$ cat config.mk
export PLATFORM = sky130hd
export DESIGN_NAME = extended_gcd
export DESIGN_NICKNAME = d
export VERILOG_FILES = /design/src/rtl/egcd_pkg.sv /design/src/rtl/egcd_div.sv /design/src/rtl/egcd_coef.sv /design/src/rtl/egcd_ctrl.sv /design/src/rtl/extended_gcd.sv
export SDC_FILE = /design/constraint.sdc
export NUM_CORES = 2
export LEC_CHECK = 0
export BUFFER_PORTS_ARGS = -buffer_cell sky130_fd_sc_hd__clkbuf_2
export CAP_MARGIN = 30
export CORE_MARGIN = 3
export CORE_UTILIZATION = 64
export CTS_CLUSTER_SIZE = 14
export DETAILED_ROUTE_END_ITERATION = 6
export GPL_TIMING_DRIVEN = 0
export HOLD_SLACK_MARGIN = 0.1
export PLACE_DENSITY = 0.83
export SETUP_SLACK_MARGIN = 0.1
export SYNTH_ARGS = -nofsm -noshare
export SYNTH_HDL_FRONTEND = slang
export SYNTH_HIERARCHICAL = 1
export SYNTH_SLANG_ARGS = --single-unit
$ cat constraint.sdc
create_clock -name i_clk -period 6.5 [get_ports i_clk]
set_input_delay 1.3 -clock i_clk [delete_from_list [all_inputs] [get_ports i_clk]]
set_output_delay 1.3 -clock i_clk [all_outputs]
set_load 0.03 [all_outputs]
$ cat src/rtl/egcd_pkg.sv
// Shared types for the extended Euclid block.
// Control and status structs passed between the sequencer, divider and coefficient lanes.
// No dependencies.
package egcd_pkg;

    typedef enum logic [2:0] {
        S_IDLE,
        S_PREP,
        S_DIV,
        S_FIX,
        S_UPD,
        S_DONE
    } t_state;

    // divider commands
    typedef struct packed {
        logic load;     // take new operands
        logic prep;     // latch magnitudes and signs, clear remainder
        logic step;     // one restoring division step
        logic advance;  // c <= d, d <= Euclidean remainder
    } t_div_ctl;

    // divider status toward the coefficient lanes and sequencer
    typedef struct packed {
        logic qbit;      // quotient bit of the current step
        logic rem_zero;  // magnitude remainder is zero
        logic neg_q;     // operand signs differ
        logic adjust;    // negative dividend with nonzero remainder
        logic d_neg;     // divisor negative
    } t_div_sts;

    // coefficient lane commands
    typedef struct packed {
        logic init;  // load starting coefficients
        logic clr;   // clear product accumulator
        logic step;  // accumulate one quotient bit
        logic fix;   // prev -/+ magnitude product
        logic upd;   // finish the update, shift coefficients
    } t_coef_ctl;

endpackage

$ cat src/rtl/egcd_div.sv
// Bit-serial restoring divider for the extended Euclid block, one quotient bit per cycle.
// Holds the running dividend/divisor pair and forms the Euclidean remainder.
// Depends on egcd_pkg.
module egcd_div #(
    parameter int WORD_BITS = 32
) (
    input  logic                  i_clk,
    input  egcd_pkg::t_div_ctl    i_ctl,
    input  logic [WORD_BITS-1:0]  i_a,
    input  logic [WORD_BITS-1:0]  i_b,
    output egcd_pkg::t_div_sts    o_sts,
    output logic [WORD_BITS-1:0]  o_d
);
    import egcd_pkg::*;

    logic [WORD_BITS-1:0] r_c;
    logic [WORD_BITS-1:0] r_d;
    logic [WORD_BITS-1:0] r_md;
    logic [WORD_BITS-1:0] r_dvd;
    logic [WORD_BITS-1:0] r_rem;
    logic                 r_cneg;
    logic                 r_dneg;

    logic [WORD_BITS:0]   trial;
    logic                 ge;
    logic [WORD_BITS-1:0] mag_c;
    logic [WORD_BITS-1:0] mag_d;
    logic                 rem_zero;

    assign mag_c    = r_c[WORD_BITS-1] ? (~r_c + 1'b1) : r_c;
    assign mag_d    = r_d[WORD_BITS-1] ? (~r_d + 1'b1) : r_d;
    assign trial    = {r_rem, r_dvd[WORD_BITS-1]};
    assign ge       = trial >= {1'b0, r_md};
    assign rem_zero = (r_rem == '0);

    // payload registers, no reset needed
    always_ff @(posedge i_clk) begin
        if (i_ctl.load) begin
            r_c <= i_a;
            r_d <= i_b;
        end else if (i_ctl.advance) begin
            r_c <= r_d;
            r_d <= r_cneg ? (r_md - r_rem) : r_rem;
        end
        if (i_ctl.prep) begin
            r_md   <= mag_d;
            r_dvd  <= mag_c;
            r_rem  <= '0;
            r_cneg <= r_c[WORD_BITS-1];
            r_dneg <= r_d[WORD_BITS-1];
        end else if (i_ctl.step) begin
            // partial remainder stays below the divisor magnitude, so it fits the word
            r_rem <= ge ? WORD_BITS'(trial - {1'b0, r_md}) : trial[WORD_BITS-1:0];
            r_dvd <= {r_dvd[WORD_BITS-2:0], 1'b0};
        end
    end

    assign o_sts.qbit     = ge;
    assign o_sts.rem_zero = rem_zero;
    assign o_sts.neg_q    = r_cneg ^ r_dneg;
    assign o_sts.adjust   = r_cneg & ~rem_zero;
    assign o_sts.d_neg    = r_dneg;
    assign o_d            = r_d;

endmodule

$ cat src/rtl/egcd_coef.sv
// One Bezout coefficient lane: accumulates |q|*cur from serial quotient bits (MSB first)
// and forms prev - q*cur, all modulo 2^WORD_BITS.
// Depends on egcd_pkg.
module egcd_coef #(
    parameter int WORD_BITS = 32
) (
    input  logic                  i_clk,
    input  egcd_pkg::t_coef_ctl   i_ctl,
    input  egcd_pkg::t_div_sts    i_sts,
    input  logic                  i_first,  // 1: cur starts at 1, prev at 0
    output logic [WORD_BITS-1:0]  o_coef
);
    import egcd_pkg::*;

    logic [WORD_BITS-1:0] r_cur;
    logic [WORD_BITS-1:0] r_prev;
    logic [WORD_BITS-1:0] r_acc;
    logic [WORD_BITS-1:0] r_tmp;

    always_ff @(posedge i_clk) begin
        if (i_ctl.init) begin
            r_cur  <= {{(WORD_BITS-1){1'b0}}, i_first};
            r_prev <= {{(WORD_BITS-1){1'b0}}, ~i_first};
        end else if (i_ctl.upd) begin
            r_prev <= r_cur;
            // quotient correction of +1 or -1 for a negative dividend with nonzero remainder
            if (i_sts.adjust) begin
                r_cur <= i_sts.d_neg ? (r_tmp - r_cur) : (r_tmp + r_cur);
            end else begin
                r_cur <= r_tmp;
            end
        end
        if (i_ctl.clr) begin
            r_acc <= '0;
        end else if (i_ctl.step) begin
            r_acc <= {r_acc[WORD_BITS-2:0], 1'b0} + (i_sts.qbit ? r_cur : '0);
        end
        if (i_ctl.fix) begin
            r_tmp <= i_sts.neg_q ? (r_prev + r_acc) : (r_prev - r_acc);
        end
    end

    assign o_coef = r_cur;

endmodule

$ cat src/rtl/egcd_ctrl.sv
// Sequencer for the extended Euclid block: load, divide bit by bit, update coefficients,
// repeat until the remainder is zero, then strobe the result; a zero b goes straight to the strobe.
// Depends on egcd_pkg.
module egcd_ctrl #(
    parameter int WORD_BITS = 32
) (
    input  logic                 i_clk,
    input  logic                 i_rst_n,
    input  logic                 i_start,
    input  logic                 i_b_zero,
    input  egcd_pkg::t_div_sts   i_sts,
    output logic                 o_busy,
    output logic                 o_valid,
    output egcd_pkg::t_div_ctl   o_div,
    output egcd_pkg::t_coef_ctl  o_coef
);
    import egcd_pkg::*;

    localparam int CW = $clog2(WORD_BITS);
    localparam logic [CW-1:0] LAST = CW'(WORD_BITS - 1);

    t_state         r_state;
    t_state         n_state;
    logic [CW-1:0]  r_cnt;
    logic [CW-1:0]  n_cnt;

    always_ff @(posedge i_clk) begin
        if (!i_rst_n) begin
            r_state <= S_IDLE;
            r_cnt   <= '0;
        end else begin
            r_state <= n_state;
            r_cnt   <= n_cnt;
        end
    end

    always_comb begin
        n_state = r_state;
        n_cnt   = r_cnt;
        unique case (r_state)
            S_IDLE: begin
                if (i_start) begin
                    n_state = i_b_zero ? S_DONE : S_PREP;
                end
            end
            S_PREP: begin
                n_state = S_DIV;
                n_cnt   = '0;
            end
            S_DIV: begin
                n_cnt = r_cnt + 1'b1;
                if (r_cnt == LAST) begin
                    n_state = S_FIX;
                end
            end
            S_FIX: begin
                n_state = i_sts.rem_zero ? S_DONE : S_UPD;
            end
            S_UPD: begin
                n_state = S_DIV;
                n_cnt   = '0;
            end
            S_DONE: begin
                n_state = S_IDLE;
            end
            default: begin
                n_state = S_IDLE;
            end
        endcase
    end

    always_comb begin
        o_busy  = (r_state != S_IDLE);
        o_valid = 1'b0;
        o_div   = '0;
        o_coef  = '0;
        unique case (r_state)
            S_IDLE: begin
                o_div.load  = i_start;
                o_coef.init = i_start;
            end
            S_PREP: begin
                o_div.prep  = 1'b1;
                o_coef.clr  = 1'b1;
            end
            S_DIV: begin
                o_div.step  = 1'b1;
                o_coef.step = 1'b1;
            end
            S_FIX: begin
                o_coef.fix    = 1'b1;
                o_div.advance = ~i_sts.rem_zero;
            end
            S_UPD: begin
                // coefficient update overlaps the next division setup
                o_coef.upd = 1'b1;
                o_div.prep = 1'b1;
                o_coef.clr = 1'b1;
            end
            S_DONE: begin
                o_valid = 1'b1;
            end
            default: begin
                o_valid = 1'b0;
            end
        endcase
    end

    a_accept_busy: assert property (@(posedge i_clk) disable iff (!i_rst_n)
        (i_start && !o_busy) |=> o_busy)
        else $error("busy not raised after an accepted transaction");

    a_div_length: assert property (@(posedge i_clk) disable iff (!i_rst_n)
        (r_state == S_DIV && r_cnt == LAST) |=> (r_state == S_FIX))
        else $error("division did not end after a full word of steps");

    a_valid_once: assert property (@(posedge i_clk) disable iff (!i_rst_n)
        o_valid |=> (!o_valid && !o_busy))
        else $error("result strobe longer than one cycle");

    a_fix_exit: assert property (@(posedge i_clk) disable iff (!i_rst_n)
        (r_state == S_FIX && !i_sts.rem_zero) |=> (r_state == S_UPD))
        else $error("nonzero remainder did not start another round");

endmodule

$ cat src/rtl/extended_gcd.sv
// Extended Euclid top level: divisor and Bezout coefficients of two signed words.
// Instantiates egcd_ctrl, egcd_div and two egcd_coef lanes; depends on egcd_pkg.
//
// A transaction is taken when start is high and busy is low; busy then stays high until
// the result has been shown. The result appears on o_divisor, o_coef_x, o_coef_y and
// o_zero_divisor for exactly one cycle with o_valid high, and cannot be held off, so
// the receiver must capture it in that cycle. Each Euclid round uses one bit-serial
// restoring divider, one quotient bit per cycle, whose bits feed both coefficient lanes
// at once; for 32-bit words a transaction takes at most about 46 rounds. The next
// transaction can be taken in the cycle after the strobe. A zero b gives the flagged
// all-zero result in the cycle after acceptance. All arithmetic wraps modulo 2^WORD_BITS.
module extended_gcd #(
    parameter int WORD_BITS = 32
) (
    input  logic                 i_clk,
    input  logic                 i_rst_n,
    input  logic                 start,
    output logic                 busy,
    input  logic [WORD_BITS-1:0] i_a,
    input  logic [WORD_BITS-1:0] i_b,
    output logic                 o_valid,
    output logic [WORD_BITS-1:0] o_divisor,
    output logic [WORD_BITS-1:0] o_coef_x,
    output logic [WORD_BITS-1:0] o_coef_y,
    output logic                 o_zero_divisor
);
    import egcd_pkg::*;

    t_div_ctl             div_ctl;
    t_div_sts             div_sts;
    t_coef_ctl            coef_ctl;
    logic [WORD_BITS-1:0] d_val;
    logic [WORD_BITS-1:0] x_val;
    logic [WORD_BITS-1:0] y_val;
    logic                 b_zero;
    logic                 r_zero;

    assign b_zero = (i_b == '0);

    always_ff @(posedge i_clk) begin
        if (div_ctl.load) begin
            r_zero <= b_zero;
        end
    end

    egcd_ctrl #(.WORD_BITS(WORD_BITS)) u_ctrl (
        .i_clk    (i_clk),
        .i_rst_n  (i_rst_n),
        .i_start  (start),
        .i_b_zero (b_zero),
        .i_sts    (div_sts),
        .o_busy   (busy),
        .o_valid  (o_valid),
        .o_div    (div_ctl),
        .o_coef   (coef_ctl)
    );

    egcd_div #(.WORD_BITS(WORD_BITS)) u_div (
        .i_clk   (i_clk),
        .i_ctl   (div_ctl),
        .i_a     (i_a),
        .i_b     (i_b),
        .o_sts   (div_sts),
        .o_d     (d_val)
    );

    egcd_coef #(.WORD_BITS(WORD_BITS)) u_coef_x (
        .i_clk   (i_clk),
        .i_ctl   (coef_ctl),
        .i_sts   (div_sts),
        .i_first (1'b0),
        .o_coef  (x_val)
    );

    egcd_coef #(.WORD_BITS(WORD_BITS)) u_coef_y (
        .i_clk   (i_clk),
        .i_ctl   (coef_ctl),
        .i_sts   (div_sts),
        .i_first (1'b1),
        .o_coef  (y_val)
    );

    // zero b forces an all-zero result
    assign o_divisor      = r_zero ? '0 : d_val;
    assign o_coef_x       = r_zero ? '0 : x_val;
    assign o_coef_y       = r_zero ? '0 : y_val;
    assign o_zero_divisor = r_zero;

endmodule

=== After elaboration in Yosys (flattened, before gate mapping) ===
Cells that the tools add are included.

* Register bits: 427
* Bits of input ports: 67
* Output and inout bits: 99
* Word-level logic and storage cells: 91

* Muxes and demuxes: 34
* Reductions and logical operators: 9
* Bitwise logic cells: 5
* Add/sub/neg operators: 15
* Equality and inequality tests: 8
* Order comparisons: 1

{| class="wikitable"
|+ Operators by type and width
! operator !! count
|-
| 32-bit two-way mux || 20
|-
| 32-bit adder || 6
|-
| 32-bit subtractor || 6
|-
| 32-bit by 1-bit adder with 32-bit output, second input constant || 2
|-
| 32-bit logical NOT || 2
|-
| 32-bit inverter || 2
|-
| 33-bit by 32-bit greater-or-equal comparator with 1-bit output || 1
|-
| 31-bit two-way mux || 1
|-
| 3-bit one-hot mux with 4 select lines || 1
|-
| 5-bit one-hot mux with 2 select lines || 1
|-
| 3-bit two-way mux || 3
|-
| 1-bit two-way mux || 8
|-
| 3-bit by 2-bit equality test with 1-bit output, second input constant || 2
|-
| 3-bit equality test, second input constant || 2
|-
| 2-bit nonzero test || 3
|-
| 5-bit by 1-bit adder with 5-bit output, second input constant || 1
|-
| 5-bit equality test, second input constant || 1
|-
| 3-bit by 1-bit equality test with 1-bit output, second input constant || 1
|-
| 3-bit logical NOT || 1
|-
| 3-bit nonzero test || 1
|-
| 2-bit by 1-bit inequality test with 1-bit output, second input constant || 1
|-
| 2-bit inequality test, second input constant || 1
|-
| 2-bit AND reduction || 1
|-
| 2-bit OR reduction || 1
|-
| 3 further kinds || 3
|}

=== Longest topological paths before layout ===
* Word-level depth: 5
* Gate-level depth with buffers: 27
* Depth with buffers taken out: 22

=== By module ===
Netlist, hierarchy kept.

{| class="wikitable"
|+ By module, submodules not included
! module !! instances !! cells an instance !! area each (sq um) !! seq. area each (sq um)
|-
| egcd_coef || 2 || 1305 || 10799.1 || 2902.8
|-
| egcd_div || 1 || 1209 || 11228.3 || 4544.4
|-
| extended_gcd || 1 || 120 || 782.0 || 30.0
|-
| egcd_ctrl || 1 || 59 || 471.7 || 160.2
|}

=== Worst setup path before layout ===
OpenSTA, ideal clock, no wires.

* Path type: flip-flop to flip-flop
* From: reg u_div.r_md[1]
* To: reg u_coef_x.r_acc[31]
* Clock period less this slack: 5.241 ns
* Cell stages (with the launch flop): 27
* Data required time: 6.414 ns
* Arrival: 5.155 ns
* Path buffers: 4
* Library setup time: 0.086 ns
* Path slack: 1.259 ns
* Cells stage by stage: edfxtp_1 -> inv_1 -> ha_1 -> nor2b_1 -> o31ai_1 -> a21oi_1 -> o21ai_1 -> o211ai_1 -> a211oi_1 -> a211oi_1 -> clkbuf_1 -> buf_2 -> buf_4 -> clkbuf_1 -> and2_1 -> ha_1 -> inv_1 -> fa_1 -> nor2b_1 -> o2111ai_1 -> nand3_1 -> a211oi_1 -> o21ai_0 -> a311oi_1 -> a21oi_1 -> xnor2_1 -> a211oi_1

* Longest elaborated chain between the ends: 3

{| class="wikitable"
|+ RTL lines
! what !! line !! source
|-
| start: declaration || egcd_div.sv:18 || <nowiki>logic [WORD_BITS-1:0] r_md;</nowiki>
|-
| start signal: assignment || egcd_div.sv:46 || <nowiki>r_md <= mag_d;</nowiki>
|-
| 33-bit by 32-bit greater-or-equal comparator with 1-bit output || egcd_div.sv:33 || <nowiki>assign ge = trial >= {1'b0, r_md};</nowiki>
|-
| net u_div.ge || egcd_div.sv:25 || <nowiki>logic ge;</nowiki>
|-
| 32-bit two-way mux || egcd_coef.sv:36 || <nowiki>r_acc <= {r_acc[WORD_BITS-2:0], 1'b0} + (i_sts.qbit ? r_cur : '0);</nowiki>
|-
| 32-bit adder || egcd_coef.sv:36 ||
|-
| end signal: assignment || egcd_coef.sv:36 ||
|-
| end: declaration || egcd_coef.sv:17 || <nowiki>logic [WORD_BITS-1:0] r_acc;</nowiki>
|}

The timed path passes the listed nets, and every way through them passes these cells.
A chain may end at the register's enable or synchronous reset.

==> summary.txt <==
CTS
  • Maximum count of clock buffers along a single path: 3
  • Hold Buf Count CTS: 0
  • CTS tree: yes
  • Level count of the clock H-tree: 2
  • CTS buffer count: 49
  • Insertion delay to the later sink of the worst-skew pair: 0.60 ns
  • Clock tree root driver cell: sky130_fd_sc_hd__clkbuf_16
  • TritonCTS sink count: 427
  • Clock-pin transition on the worst setup and hold timing paths: 0.06 ns

Synthesis
  • Number of distinct library cells after synthesis: 96
  • Dominant synthesized flop cell: sky130_fd_sc_hd__dfxtp_1
  • Yosys warning count: 6
  • Top cells by instance count after synthesis: 437 x sky130_fd_sc_hd__nor2_1, 358 x sky130_fd_sc_hd__a21oi_1, 255 x sky130_fd_sc_hd__ha_1, 240 x sky130_fd_sc_hd__xnor2_1, 229 x sky130_fd_sc_hd__nand2_1
  • Cells taking the most area after synthesis: sky130_fd_sc_hd__edfxtp_1 18%, sky130_fd_sc_hd__dfxtp_1 13%, sky130_fd_sc_hd__ha_1 9.4%
  • Biggest area consumer among synthesized cells: sky130_fd_sc_hd__edfxtp_1
  • Share of the yosys chip area belonging to registers: 30.9%
  • Share of flip-flops with an asynchronous set or reset after synthesis: 0%
  • Post-Synthesis Cells: 3998
  • Post-synth EDFFs: 199
  • Most used standard cell by instance count after synthesis: sky130_fd_sc_hd__nor2_1
  • Share of Yosys cell area claimed by the top area cell type: 17.5%
  • Netlist Area Pre-Place: 34100 µm²
  • Synthesized netlist net count: 4328
  • FF+latch count, synth: 427
  • Post-Synthesis Mean Instance Area: 8.52 µm²

Floorplan
  • Core region area: 52000 µm²
  • DIE HEIGHT: 237 µm
  • Horizontal die dimension: 237 µm
  • Number of rows created at floorplan: 83
  • Boundary Pins: 166
  • Die area: 56100 µm²
  • Initial core utilization: 65.5%

Final layout
  • Area Growth Syn to Fin: 10.2%
  • Post-Layout Cell Count: 4940
  • Fraction of layout instances using a drive strength above 1: 9.18%
  • # diodes: 0
  • Number of fillers in the final layout: 4108
  • Final instance area: 37500 µm²
  • Net count, final: 4549

Global routing
  • Initial antenna violation count: 0
  • Pin count of the biggest net entering global routing: 65
  • GRT Residual Overflow: 0
  • Wire length of the first global-routing pass: 159 mm
  • Number of global-route vias before repair: 29700
  • GRT Resource Usage Total: 34.9%

Setup path
  • Largest delay share family, worst path: compound AO/OA/AOI/OAI gates
  • Worst EP required: 6.99 ns
  • Worst Setup Start Kind: register
  • Slowest Stage Delay on Critical Path: 0.49 ns
  • Category of the critical setup timing path: register to register
  • Largest fanout on the critical path: 19
  • Nature of the critical path endpoint: register
  • Cell with the biggest individual delay on the critical path: sky130_fd_sc_hd__edfxtp_1
  • Sum of buffers and inverters on the critical path: 5
  • Arrival time worst endpoint: 6.49 ns

STA
  • RSZ-0062 raised after global routing: false
  • Final worst clock skew: 0.0146 ns
  • Hold Fails Final Rpt: 0
  • Tmin final: 6.00 ns
  • Highest Clock Rate: 167 MHz
  • Final cycle utilization of the critical path: 92.3%
  • Worst Hold Margin: 0.503 ns
  • Slew headroom: 32.4%
  • Slew of the pin with the lowest slew margin: 1.01 ns
  • Final setup violation count: 0
  • Count of pins over their slew limit: 0
  • Fin Setup TNS: 0 ns

Outcome
  • Result of the run: finished, final reports clean

Power
  • Leakage: 15.7 nW
  • Worst VDD drop: 0.000266 V
  • Power density over the cells: 372 nW/µm²

Route
  • DRC Markers: 0
  • Detailed-route via count: 31300
  • Post-detailed-route count of antenna-violating nets: 0
  • Detailed-route vias per instance: 6.35
  • Aggregate routed wire length: 102 mm
  • Drt pass-1 iters: 6
  • Detailed Route Iter0 Violations: 3089
  • Final routed wire length divided by cell count: 20.6 µm

Placed design
  • GP Congestion: 1.04
  • DP HPWL: 77.6 mm
  • IO Port Bufs: 165
  • Area of placed instances: 35800 µm²
  • Total placed cells including tap cells: 4845

Worst hold path
  • Class of the most critical hold timing path: register to register

Run
  • Count of maximum capacitance violations: 0
==> per-stage QoR <==
step | setup slack (ns) | util (%) | total power, W
after floorplan | 1.26 | - | 0.00918
after global placement | -0.409 | 68.7 | 0.0107
after detailed placement | -0.431 | 68.8 | 0.0108
after CTS | 0.128 | 72.0 | 0.0138
after global routing | 0.107 | 72.2 | 0.0148
final | 0.502 | 72.2 | 0.0139
==> cell families after synthesis <==
kind of cell	after synthesis	synth area share [%]
flip-flops	427	30.9
buffers and inverters	340	4.31
XOR/XNOR	371	9.64
multiplexers	182	5.47
adder cells (fa/ha/maj)	264	9.86
other	2	0.0220
AND/OR/NAND/NOR	1329	19.6
AO/OA/AOI/OAI	1083	20.1
==> worst reg2reg max path, stage by stage, from the launching register on <==
cell and delay (ns):
sky130_fd_sc_hd__edfxtp_1 0.49, sky130_fd_sc_hd__inv_1 0.13, sky130_fd_sc_hd__ha_1 0.32, sky130_fd_sc_hd__nor2b_1 0.16, sky130_fd_sc_hd__o31ai_2 0.28, sky130_fd_sc_hd__a21oi_1 0.16, sky130_fd_sc_hd__o21ai_2 0.29, sky130_fd_sc_hd__o211ai_1 0.23
sky130_fd_sc_hd__a211oi_2 0.38, sky130_fd_sc_hd__a211oi_2 0.17, sky130_fd_sc_hd__buf_4 0.24, sky130_fd_sc_hd__buf_6 0.20, sky130_fd_sc_hd__clkbuf_2 0.18, sky130_fd_sc_hd__and2_1 0.18, sky130_fd_sc_hd__ha_1 0.21, sky130_fd_sc_hd__inv_1 0.08
sky130_fd_sc_hd__fa_1 0.20, sky130_fd_sc_hd__nor2b_1 0.07, sky130_fd_sc_hd__o2111ai_1 0.23, sky130_fd_sc_hd__nand3_1 0.22, sky130_fd_sc_hd__a211oi_4 0.40, sky130_fd_sc_hd__o21ai_1 0.19, sky130_fd_sc_hd__a311oi_2 0.33, sky130_fd_sc_hd__a21oi_1 0.13
sky130_fd_sc_hd__xnor2_1 0.15, sky130_fd_sc_hd__a211oi_1 0.27
==> cells in the final DEF (no fill, tap or decap), types with 130 or more instances in the layout <==
cell,count
sky130_fd_sc_hd__a21o_1,137
sky130_fd_sc_hd__a21oi_1,358
sky130_fd_sc_hd__clkbuf_1,139
sky130_fd_sc_hd__clkbuf_2,172
sky130_fd_sc_hd__dfxtp_1,228
sky130_fd_sc_hd__edfxtp_1,199
sky130_fd_sc_hd__ha_1,255
sky130_fd_sc_hd__inv_1,148
sky130_fd_sc_hd__mux2i_1,149
sky130_fd_sc_hd__nand2_1,229
sky130_fd_sc_hd__nor2_1,436
sky130_fd_sc_hd__nor2b_1,142
sky130_fd_sc_hd__o21ai_0,130
sky130_fd_sc_hd__xnor2_1,240
==> timing repair <==
| item | in CTS | in global routing |
|---|---|---|
| cloned | 0 | 0 |
| setup buffers | 0 | 3 |
| hold endpoints to repair | 0 | 0 |
| pin swaps | 0 | 3 |
| gates resized for setup | 8 | 19 |
| setup endpoints to repair | 33 | 41 |
==> final timing paths <==
| check | startpoint | to | slack [ns] | cells after the start |
|---|---|---|---|---|
| max | u_div/r_md[1] | u_coef_x/r_acc[31] | 0.50 | 25 |
| min | u_coef_x/r_prev[2] | u_coef_x/r_prev[2] | 0.50 | 2 |
| max reg2reg | u_div/r_md[1] | u_coef_x/r_acc[31] | 0.50 | 25 |
| min reg2reg | u_coef_x/r_prev[2] | u_coef_x/r_prev[2] | 0.50 | 2 |
==> layer usage <==
layer	GRT usage (%)	vias up	wire (µm)
li1	-	14900	-
met1	45.8	14600	41800
met2	57.0	1523	46200
met5	0	-	0
met4	15.4	0	4510
met3	5.54	270	9040
==> power by group <==
part	leakage, nW	total [W]	internal, W	switching [W]
sequential	3.72	0.00393	0.00341	0.000522
combinational	11.2	0.00717	0.00285	0.00432
clock	0.794	0.00285	0.00167	0.00118
total	15.7	0.0139	0.00793	0.00602
==> cell type report <==
type | instances | area (µm²) | area share (%)
inverters | 150 | 563 | 1.50
repair buffers | 171 | 900 | 2.40
flip-flops and latches | 427 | 10500 | 28.1
multi-input cells | 3231 | 22100 | 59.0
clock buffers | 72 | 1380 | 3.67
clock inverters | 20 | 251 | 0.670
well taps | 680 | 851 | 2.27
plain buffers | 189 | 912 | 2.43
No activity file was read; power rests on OpenSTA's default activity.
